--- src/hdl/tspb_pkg.sv ---
// Shared types and constants for the TCP SYN probe builder.
// No dependencies.
`default_nettype none

package tspb_pkg;

  localparam int unsigned PacketLen = 40;
  localparam int unsigned IdxW      = 6;

  // Fixed 16-bit words of the TCP checksum: protocol, TCP length,
  // offset/flags word and window. All other fixed TCP words are zero.
  localparam logic [15:0] ProtoTcp   = 16'd6;
  localparam logic [15:0] TcpHdrLen  = 16'd20;
  localparam logic [15:0] OffsetSyn  = 16'h5002;
  localparam logic [15:0] WindowSize = 16'd1024;
  localparam logic [17:0] CsumConst  = 18'(ProtoTcp) + 18'(TcpHdrLen)
                                     + 18'(OffsetSyn) + 18'(WindowSize);

  localparam logic [7:0] VerIhl   = 8'h45;
  localparam logic [7:0] TotLenLo = 8'd40;
  localparam logic [7:0] TtlValue = 8'd64;

  localparam logic [IdxW-1:0] LastIdx = IdxW'(PacketLen - 1);

  typedef struct packed {
    logic [31:0] src_addr;
    logic [31:0] dst_addr;
    logic [15:0] dst_port;
    logic [15:0] src_port;
  } probe_t;

endpackage

`default_nettype wire

--- src/hdl/tspb_csum.sv ---
// Four-stage pipeline that computes the TCP checksum of a probe.
// Depends on tspb_pkg.
`default_nettype none

module tspb_csum import tspb_pkg::*; (
  input  wire logic        clk_i,
  input  wire logic        rst_ni,
  input  wire logic        valid_i,
  output logic             ready_o,
  input  wire probe_t      probe_i,
  output logic             valid_o,
  input  wire logic        ready_i,
  output probe_t           probe_o,
  output logic [15:0]      csum_o
);

  logic v1_q, v2_q, v3_q, v4_q;
  logic en1, en2, en3, en4;
  probe_t p1_q, p2_q, p3_q, p4_q;
  logic [17:0] part_a_q, part_b_q;
  logic [18:0] sum_q;
  logic [15:0] csum_q;
  logic [16:0] fold1, fold2;

  assign en4 = !v4_q || ready_i;
  assign en3 = !v3_q || en4;
  assign en2 = !v2_q || en3;
  assign en1 = !v1_q || en2;
  assign ready_o = en1;

  always_ff @(posedge clk_i or negedge rst_ni) begin
    if (!rst_ni) begin
      v1_q <= 1'b0;
      v2_q <= 1'b0;
      v3_q <= 1'b0;
      v4_q <= 1'b0;
    end else begin
      if (en1) v1_q <= valid_i;
      if (en2) v2_q <= v1_q;
      if (en3) v3_q <= v2_q;
      if (en4) v4_q <= v3_q;
    end
  end

  assign fold1 = 17'(sum_q[18:16]) + 17'(sum_q[15:0]);
  assign fold2 = 17'(fold1[15:0]) + 17'(fold1[16]);

  always_ff @(posedge clk_i) begin
    if (en1) begin
      p1_q <= probe_i;
    end
    if (en2) begin
      p2_q     <= p1_q;
      part_a_q <= 18'(p1_q.src_addr[31:16]) + 18'(p1_q.src_addr[15:0])
                + 18'(p1_q.dst_addr[31:16]);
      part_b_q <= 18'(p1_q.dst_addr[15:0]) + 18'(p1_q.src_port)
                + 18'(p1_q.dst_port) + CsumConst;
    end
    if (en3) begin
      p3_q  <= p2_q;
      sum_q <= 19'(part_a_q) + 19'(part_b_q);
    end
    if (en4) begin
      p4_q   <= p3_q;
      csum_q <= ~fold2[15:0];
    end
  end

  assign valid_o = v4_q;
  assign probe_o = p4_q;
  assign csum_o  = csum_q;

endmodule

`default_nettype wire

--- src/hdl/tcp_syn_probe_builder_core.sv ---
// A request passes the four checksum stages and the serializer register before its
// first byte is valid. The one-byte output serializer sends 40 beats per packet;
// up to four further requests queue in the checksum pipeline meanwhile.
// Reset: asynchronous active low; clears all valid bits, byte index and source address.
// Top level of the TCP SYN probe builder; depends on tspb_pkg and tspb_csum.
`default_nettype none

module tcp_syn_probe_builder_core import tspb_pkg::*; (
  input  wire logic        clk_i,
  input  wire logic        rst_ni,
  input  wire logic        cfg_we_i,
  input  wire logic [31:0] cfg_wdata_i,
  input  wire logic        in_valid_i,
  output logic             in_ready_o,
  input  wire logic [31:0] dest_address_i,
  input  wire logic [15:0] dest_port_i,
  input  wire logic [15:0] source_port_i,
  output logic             out_valid_o,
  input  wire logic        out_ready_i,
  output logic [7:0]       packet_byte_o,
  output logic             last_byte_o
);

  logic [31:0]     src_addr_q;
  probe_t          req;
  probe_t          cs_probe;
  logic [15:0]     cs_csum;
  logic            cs_valid;
  logic            ser_load;
  logic            ser_v_q;
  probe_t          ser_p_q;
  logic [15:0]     ser_csum_q;
  logic [IdxW-1:0] idx_q, idx_d;
  logic            is_last;
  logic            beat;

  always_ff @(posedge clk_i or negedge rst_ni) begin
    if (!rst_ni) begin
      src_addr_q <= '0;
    end else if (cfg_we_i) begin
      src_addr_q <= cfg_wdata_i;
    end
  end

  assign req.src_addr = src_addr_q;
  assign req.dst_addr = dest_address_i;
  assign req.dst_port = dest_port_i;
  assign req.src_port = source_port_i;

  tspb_csum u_csum (
    .clk_i   (clk_i),
    .rst_ni  (rst_ni),
    .valid_i (in_valid_i),
    .ready_o (in_ready_o),
    .probe_i (req),
    .valid_o (cs_valid),
    .ready_i (ser_load),
    .probe_o (cs_probe),
    .csum_o  (cs_csum)
  );

  // Serializer
  assign is_last  = (idx_q == LastIdx);
  assign beat     = ser_v_q && out_ready_i;
  assign ser_load = !ser_v_q || (beat && is_last);

  always_comb begin
    idx_d = idx_q;
    if (beat) begin
      idx_d = is_last ? '0 : idx_q + 1'b1;
    end
  end

  always_ff @(posedge clk_i or negedge rst_ni) begin
    if (!rst_ni) begin
      ser_v_q <= 1'b0;
      idx_q   <= '0;
    end else begin
      idx_q <= idx_d;
      if (ser_load) ser_v_q <= cs_valid;
    end
  end

  always_ff @(posedge clk_i) begin
    if (ser_load && cs_valid) begin
      ser_p_q    <= cs_probe;
      ser_csum_q <= cs_csum;
    end
  end

  always_comb begin
    case (idx_q)
      6'd0:    packet_byte_o = VerIhl;
      6'd3:    packet_byte_o = TotLenLo;
      6'd8:    packet_byte_o = TtlValue;
      6'd9:    packet_byte_o = ProtoTcp[7:0];
      6'd12:   packet_byte_o = ser_p_q.src_addr[31:24];
      6'd13:   packet_byte_o = ser_p_q.src_addr[23:16];
      6'd14:   packet_byte_o = ser_p_q.src_addr[15:8];
      6'd15:   packet_byte_o = ser_p_q.src_addr[7:0];
      6'd16:   packet_byte_o = ser_p_q.dst_addr[31:24];
      6'd17:   packet_byte_o = ser_p_q.dst_addr[23:16];
      6'd18:   packet_byte_o = ser_p_q.dst_addr[15:8];
      6'd19:   packet_byte_o = ser_p_q.dst_addr[7:0];
      6'd20:   packet_byte_o = ser_p_q.src_port[15:8];
      6'd21:   packet_byte_o = ser_p_q.src_port[7:0];
      6'd22:   packet_byte_o = ser_p_q.dst_port[15:8];
      6'd23:   packet_byte_o = ser_p_q.dst_port[7:0];
      6'd32:   packet_byte_o = OffsetSyn[15:8];
      6'd33:   packet_byte_o = OffsetSyn[7:0];
      6'd34:   packet_byte_o = WindowSize[15:8];
      6'd35:   packet_byte_o = WindowSize[7:0];
      6'd36:   packet_byte_o = ser_csum_q[15:8];
      6'd37:   packet_byte_o = ser_csum_q[7:0];
      default: packet_byte_o = 8'h00;
    endcase
  end

  assign out_valid_o = ser_v_q;
  assign last_byte_o = is_last;

endmodule

`default_nettype wire

--- config.mk ---
export PLATFORM = sky130hd
export DESIGN_NAME = tcp_syn_probe_builder_core
export DESIGN_NICKNAME = d
export VERILOG_FILES = /design/src/hdl/tspb_pkg.sv /design/src/hdl/tspb_csum.sv /design/src/hdl/tcp_syn_probe_builder_core.sv
export SDC_FILE = /design/constraint.sdc
export NUM_CORES = 1
export LEC_CHECK = 0
export BUFFER_PORTS_ARGS = -buffer_cell sky130_fd_sc_hd__buf_4
export CAP_MARGIN = 25
export CORE_MARGIN = 2
export CORE_UTILIZATION = 66
export CTS_CLUSTER_SIZE = 24
export DETAILED_ROUTE_END_ITERATION = 6
export PLACE_DENSITY = 0.85
export SYNTH_ARGS = -nofsm -noshare
export SYNTH_HDL_FRONTEND = slang
export SYNTH_SLANG_ARGS = --single-unit
--- constraint.sdc ---
create_clock -name clk_i -period 18.32 [get_ports clk_i]
set_input_delay 3.664 -clock clk_i [delete_from_list [all_inputs] [get_ports clk_i]]
set_output_delay 3.664 -clock clk_i [all_outputs]
set_load 0.01 [all_outputs]
After elaboration in Yosys (flattened, before gate mapping):

Cells that the tools add are included.

* add/subtract/negate cells: 9
* eq/ne operators: 21
* mux-type cells: 2
* bitwise operators: 1
* reductions and logical operators: 14

Operator list (count)
* 8-bit case mux with 21 select lines: 1
* 6-bit by 5-bit == test with 1-bit output (second input constant): 8
* 18-bit by 16-bit adder with 18-bit output: 2
* 6-bit by 4-bit == test with 1-bit output (second input constant): 6
* 6-bit == test (second input constant): 6
* 16-bit by 16-bit adder with 17-bit output: 2
* 18-bit by 18-bit adder with 19-bit output: 1
* 18-bit by 15-bit adder with 18-bit output (second input constant): 1
* 3-bit by 16-bit adder with 17-bit output: 1
* 16-bit by 1-bit adder with 16-bit output: 1
* 16-bit inverter: 1
* 6-bit by 1-bit adder with 6-bit output (second input constant): 1
* 6-bit by 2-bit == test with 1-bit output (second input constant): 1
* 6-bit logical NOT: 1
* 6-bit two-way mux: 1
* 1-bit logical NOT: 5
* 1-bit logical OR: 5
* 1-bit logical AND: 3

* bits in registers: 610
* input port bits: 101
* output and inout port bits: 11
* word-level logic and storage cells: 79

Longest topological paths before layout:

* depth after elaboration: 7
* depth in mapped cells: 19
* depth with buffers taken out: 19

By module:

A second synthesis with hierarchy kept.

* cell total of the unflattened synthesis: 1297
* area total of the unflattened synthesis: 23471.3 um^2

By module, submodules not included
* tspb_csum: times used 1, cells an instance 936, area each 17614.4 um^2, sequential area each 13763.2 um^2
* tcp_syn_probe_builder_core: times used 1, cells an instance 361, area each 5856.9 um^2, sequential area each 4339.2 um^2

Worst setup path after synthesis:

Ideal clock, no wire load.

* kind: input to register
* start point: input port out_ready_i
* end point: register ser_csum_q[0], enable pin
* library setup time: 0.754 ns
* arrival: 12.225 ns
* data required time: 17.566 ns
* slack: 5.341 ns
* stages on the path: 3
* buffers on the path: 0
* cells stage by stage: nand4_1 > or2_2 > a21boi_0

* longest elaborated chain between the ends: 4

Ends and longest elaborated chain
* start: declaration: RTL line tcp_syn_probe_builder_core.sv:19 `input wire logic out_ready_i,`
* 1-bit logical AND: RTL line tcp_syn_probe_builder_core.sv:64 `assign beat = ser_v_q && out_ready_i;`
* 1-bit logical AND: RTL line tcp_syn_probe_builder_core.sv:65 `assign ser_load = !ser_v_q || (beat && is_last);`
* 1-bit logical OR: RTL line tcp_syn_probe_builder_core.sv:65
* 1-bit logical AND: RTL line tcp_syn_probe_builder_core.sv:85 `if (ser_load && cs_valid) begin`
* end signal: assignment: RTL line tcp_syn_probe_builder_core.sv:87 `ser_csum_q <= cs_csum;`
* end: declaration: RTL line tcp_syn_probe_builder_core.sv:32 `logic [15:0] ser_csum_q;`

No other way between the ends.
A chain may end at the register's enable or synchronous reset.

Final worst setup path:

* start point: input port out_ready_i
* end point: output port in_ready_o

* longest elaborated chain between the ends: 7

Ends and longest elaborated chain
* 1-bit logical AND: RTL line tcp_syn_probe_builder_core.sv:64
* 1-bit logical AND: RTL line tcp_syn_probe_builder_core.sv:65
* 1-bit logical OR: RTL line tcp_syn_probe_builder_core.sv:65
* 1-bit logical OR: RTL line tspb_csum.sv:25 `assign en4 = !v4_q || ready_i;`
* 1-bit logical OR: RTL line tspb_csum.sv:26 `assign en3 = !v3_q || en4;`
* 1-bit logical OR: RTL line tspb_csum.sv:27 `assign en2 = !v2_q || en3;`
* 1-bit logical OR: RTL line tspb_csum.sv:28 `assign en1 = !v1_q || en2;`
* end: declaration: RTL line tcp_syn_probe_builder_core.sv:14 `output logic in_ready_o,`

No other way between the ends.

==> results.sh <==
export IMPL_path_cells="buf_4, a21oi_1, and2_1, nand3_4, buf_4"
export IMPL_core_area_um2=35740
export IMPL_rows=69
export IMPL_grt_pass1_wl_um=78500
export IMPL_routed_wl_um=50950
export IMPL_crit_path_top_delay_cell="nand3_4"
export IMPL_gr_usage_all_layers_pct=27.80
export IMPL_yosysMostFrequentCell="edfxtp_1"
export IMPL_synthAdderAreaFrac_pct=6.053
export IMPL_wl_per_cell_um=24.30
export IMPL_finalHoldViolations=0
export IMPL_synth_top_family_by_area="compound AO/OA/AOI/OAI gates"
export IMPL_whs_path_depth=0
export IMPL_synth_simple_area_share_pct=5.067
export IMPL_setup_slack_ns=9.303
export IMPL_hp_start="u_csum.p3_q[76]"
export IMPL_ctsHoldBuffers=0
export IMPL_synth_area_leader_cell="edfxtp_1"
export IMPL_synth_mux_area_share_pct=1.807
export IMPL_diodes=0
export IMPL_power_uw=2920
export IMPL_start_kind="input pin"
export IMPL_crit_buf_inv=2
export IMPL_synth_xor_area_share_pct=3.271
export IMPL_grt_pass1_vias=13140
export IMPL_initial_core_util_pct=67.43
export IMPL_status="complete, no violations"
export IMPL_path_max_fanout=37
export IMPL_max_cap_viol_count=0
export IMPL_io_pins=112
export IMPL_syn_to_final_growth_pct=13.33
export IMPL_overflow=0
export IMPL_vias_per_cell=6.242
export IMPL_portBuffers=111
export IMPL_p_per_area_nw_per_um2=106.9
export IMPL_die_area_um2=38060
export IMPL_avgSynthCellArea_um2=16.87
export IMPL_insertion_delay_ns=0.60
export IMPL_p_leak_uw=0.009745
export IMPL_cts_buffers=57
export IMPL_finalCritPeriodShare_pct=49.22
export IMPL_grt_start_max_net_pins=81
export IMPL_pre_cts_ws_ns=9.294
export IMPL_cts_sinks=610
export IMPL_antenna_found_initial=1
export IMPL_synth_compound_area_share_pct=7.559
export IMPL_path_class="input pin to primary output"
export IMPL_fp_dieH_um=195.1
export IMPL_r2r_cells=17
export IMPL_postLayoutCoreUtil_pct=76.42
export IMPL_drc=0
export IMPL_synth_warnings=0
export IMPL_dr_pass1_iters=6
export IMPL_rsz0062_at_grt="no"
export IMPL_tightest_slew_ns=1.023
export IMPL_crit_required_ns=14.66
export IMPL_async_reset_ff_share_pct=7.049
export IMPL_cpPeakStageDelay_ns=0.47
export IMPL_critPathCaptureType="primary output"
export IMPL_synth_ff_type="edfxtp_1"
export IMPL_drt_iter0_drc=1286
export IMPL_cp_top_family="simple AND/OR/NAND/NOR gates"
export IMPL_clkTransAtPathRegs_ns=0.06
export IMPL_gp_congestion=0.9111
export IMPL_synthTopCellsByCount="567 x edfxtp_1, 107 x ha_1, 73 x a21oi_1"
export IMPL_syn_num_nets=1643
export IMPL_r2r_setup_slack_ns=13.67
export IMPL_vias=13090
export IMPL_worstPathArrival_ns=5.35
export IMPL_ys_types=75
export IMPL_max_slew_margin_pct=31.81
export IMPL_cts_root_buffer="clkbuf_16"
export IMPL_syn_instance_count=1429
export IMPL_fin_crit_ns=9.017
export IMPL_cts_buffer_depth=3
export IMPL_cts_setup_buffers=0
export IMPL_yosys_area_top_type_share_pct=70.64
export IMPL_yosysSeqAreaShare_pct=75.11
export IMPL_cts_htree_levels=2
export IMPL_cp_startpoint="out_ready_i"
export IMPL_synth_area_leaders="edfxtp_1 71%, ha_1 5.6%, dfrtp_1 4.5%, xnor2_1 2.3%, mux2_2 1.7%"
export IMPL_rr_startpoint="u_csum.p1_q[32]"
export IMPL_drv_slew=0
export IMPL_fill_cells=2020
export IMPL_syn_cell_area_um2=24100
export IMPL_cp_common_cell="buf_4"
export IMPL_reg2reg_to="u_csum.part_b_q[16]"
export IMPL_drive_gt1_share_pct=15.28
export IMPL_ys_ff_latch=610
export IMPL_clock_fmax_mhz=110.9
export IMPL_min_to="u_csum.probe_o[76]"
export IMPL_min_path_type="flip-flop to flip-flop"
export IMPL_cts_resized_gates=0
export IMPL_crit_cells=5
export IMPL_stdcell_count=2097
export IMPL_antenna_left=0
export IMPL_synth_edf_count=567
export IMPL_dieWidth_um=195.1
export IMPL_dp_hpwl_um=34780
export IMPL_setup_tns_ns=0
export IMPL_finalClockSkew_ns=0.01857
export IMPL_ir_drop_mv=0.08026
export IMPL_cts_tree="done"
export IMPL_dp_cells=1992
export IMPL_finalSetupViolCount=0
export IMPL_nets=1805
## area by class of cell
class                      count  area (um^2)  share of cell area [%]
tap                          461        576.8                   2.112
clock inverter                22        206.4                  0.7558
inverter                      54        207.7                  0.7604
sequential                   610        18100                   66.28
multi-input combinational    749         5757                   21.08
timing repair buffer         119        913.4                   3.344
clock buffer                  82         1550                   5.676
## placed cells by master (no fill, tap or decap), types with 11 or more instances in the layout
master	synthesis	final
edfxtp_1	567	567
buf_4	1	118
ha_1	107	107
a21oi_1	73	73
xnor2_1	64	64
clkbuf_16	0	57
nand2_1	56	55
nor2_1	54	54
inv_1	53	51
o21ai_0	43	43
dfrtp_1	43	43
mux2_2	36	36
a21o_1	33	33
xor2_1	26	26
nor3_1	25	25
clkbuf_1	10	22
nand3_1	22	21
a221oi_1	15	15
a22oi_1	15	15
nand2b_1	14	14
nand4_1	12	12
nor2b_1	11	11
## registers in the layout, summed over array words and instances (netlist names)
signal / count
u_csum.v3_q: 1
u_csum.valid_o: 1
u_csum.part_a_q: 18
src_addr_q: 32
u_csum.p3_q: 96
u_csum.csum_o: 16
ser_p_q: 96
u_csum.p2_q: 96
u_csum.part_b_q: 18
out_valid_o: 1
ser_csum_q: 16
u_csum.p1_q: 96
u_csum.sum_q: 19
u_csum.v1_q: 1
idx_q: 6
u_csum.probe_o: 96
u_csum.v2_q: 1
## layer usage
layer | track usage, % | part of all wire [%] | wire length, um | vias to the layer above
met1 | 39.51 | 41 | 21040 | 6542
met3 | 4.093 | 7.0 | 3543 | 96
li1 | - | - | - | 5910
met4 | 10.43 | 3.6 | 1815 | 2
met2 | 44.55 | 48 | 24540 | 540
met5 | 0 | 0.027 | 14 | -
## through the flow
step | hold WS, ns | area [um^2]
2_1_floorplan | 0.4003 | 24100
3_3_place_gp | 0.4008 | 25530
3_5_place_dp | 0.4045 | 25530
4_1_cts | 0.4144 | 27290
5_1_grt | 0.4205 | 27310
6_report | 0.4146 | 27310
## how the worst max path moves through the flow
stage | end
detailed placement | in_ready_o
finish | in_ready_o
CTS | in_ready_o
floorplan | ser_csum_q[0]
global route | in_ready_o
global placement | in_ready_o
## kinds of logic (layout without fill, tap and decap cells)
| group | Yosys count | count (layout) |
|---|---|---|
| AOI/OAI and AO/OA | 268 | 268 |
| xor gates and xnor gates | 90 | 90 |
| adders and majority gates | 113 | 113 |
| buffers and inverters | 70 | 277 |
| DFF | 610 | 610 |
| muxes | 39 | 39 |
| and+or+nand+nor | 239 | 239 |
## report_power, final
group / switching (uW) / total, uW / internal (uW)
combinational: 138 / 240 / 102
sequential: 29.3 / 1560 / 1530
clock: 482 / 1120 / 641
total: 649 / 2920 / 2270
Note: power is estimated with default switching activity, not from simulation.
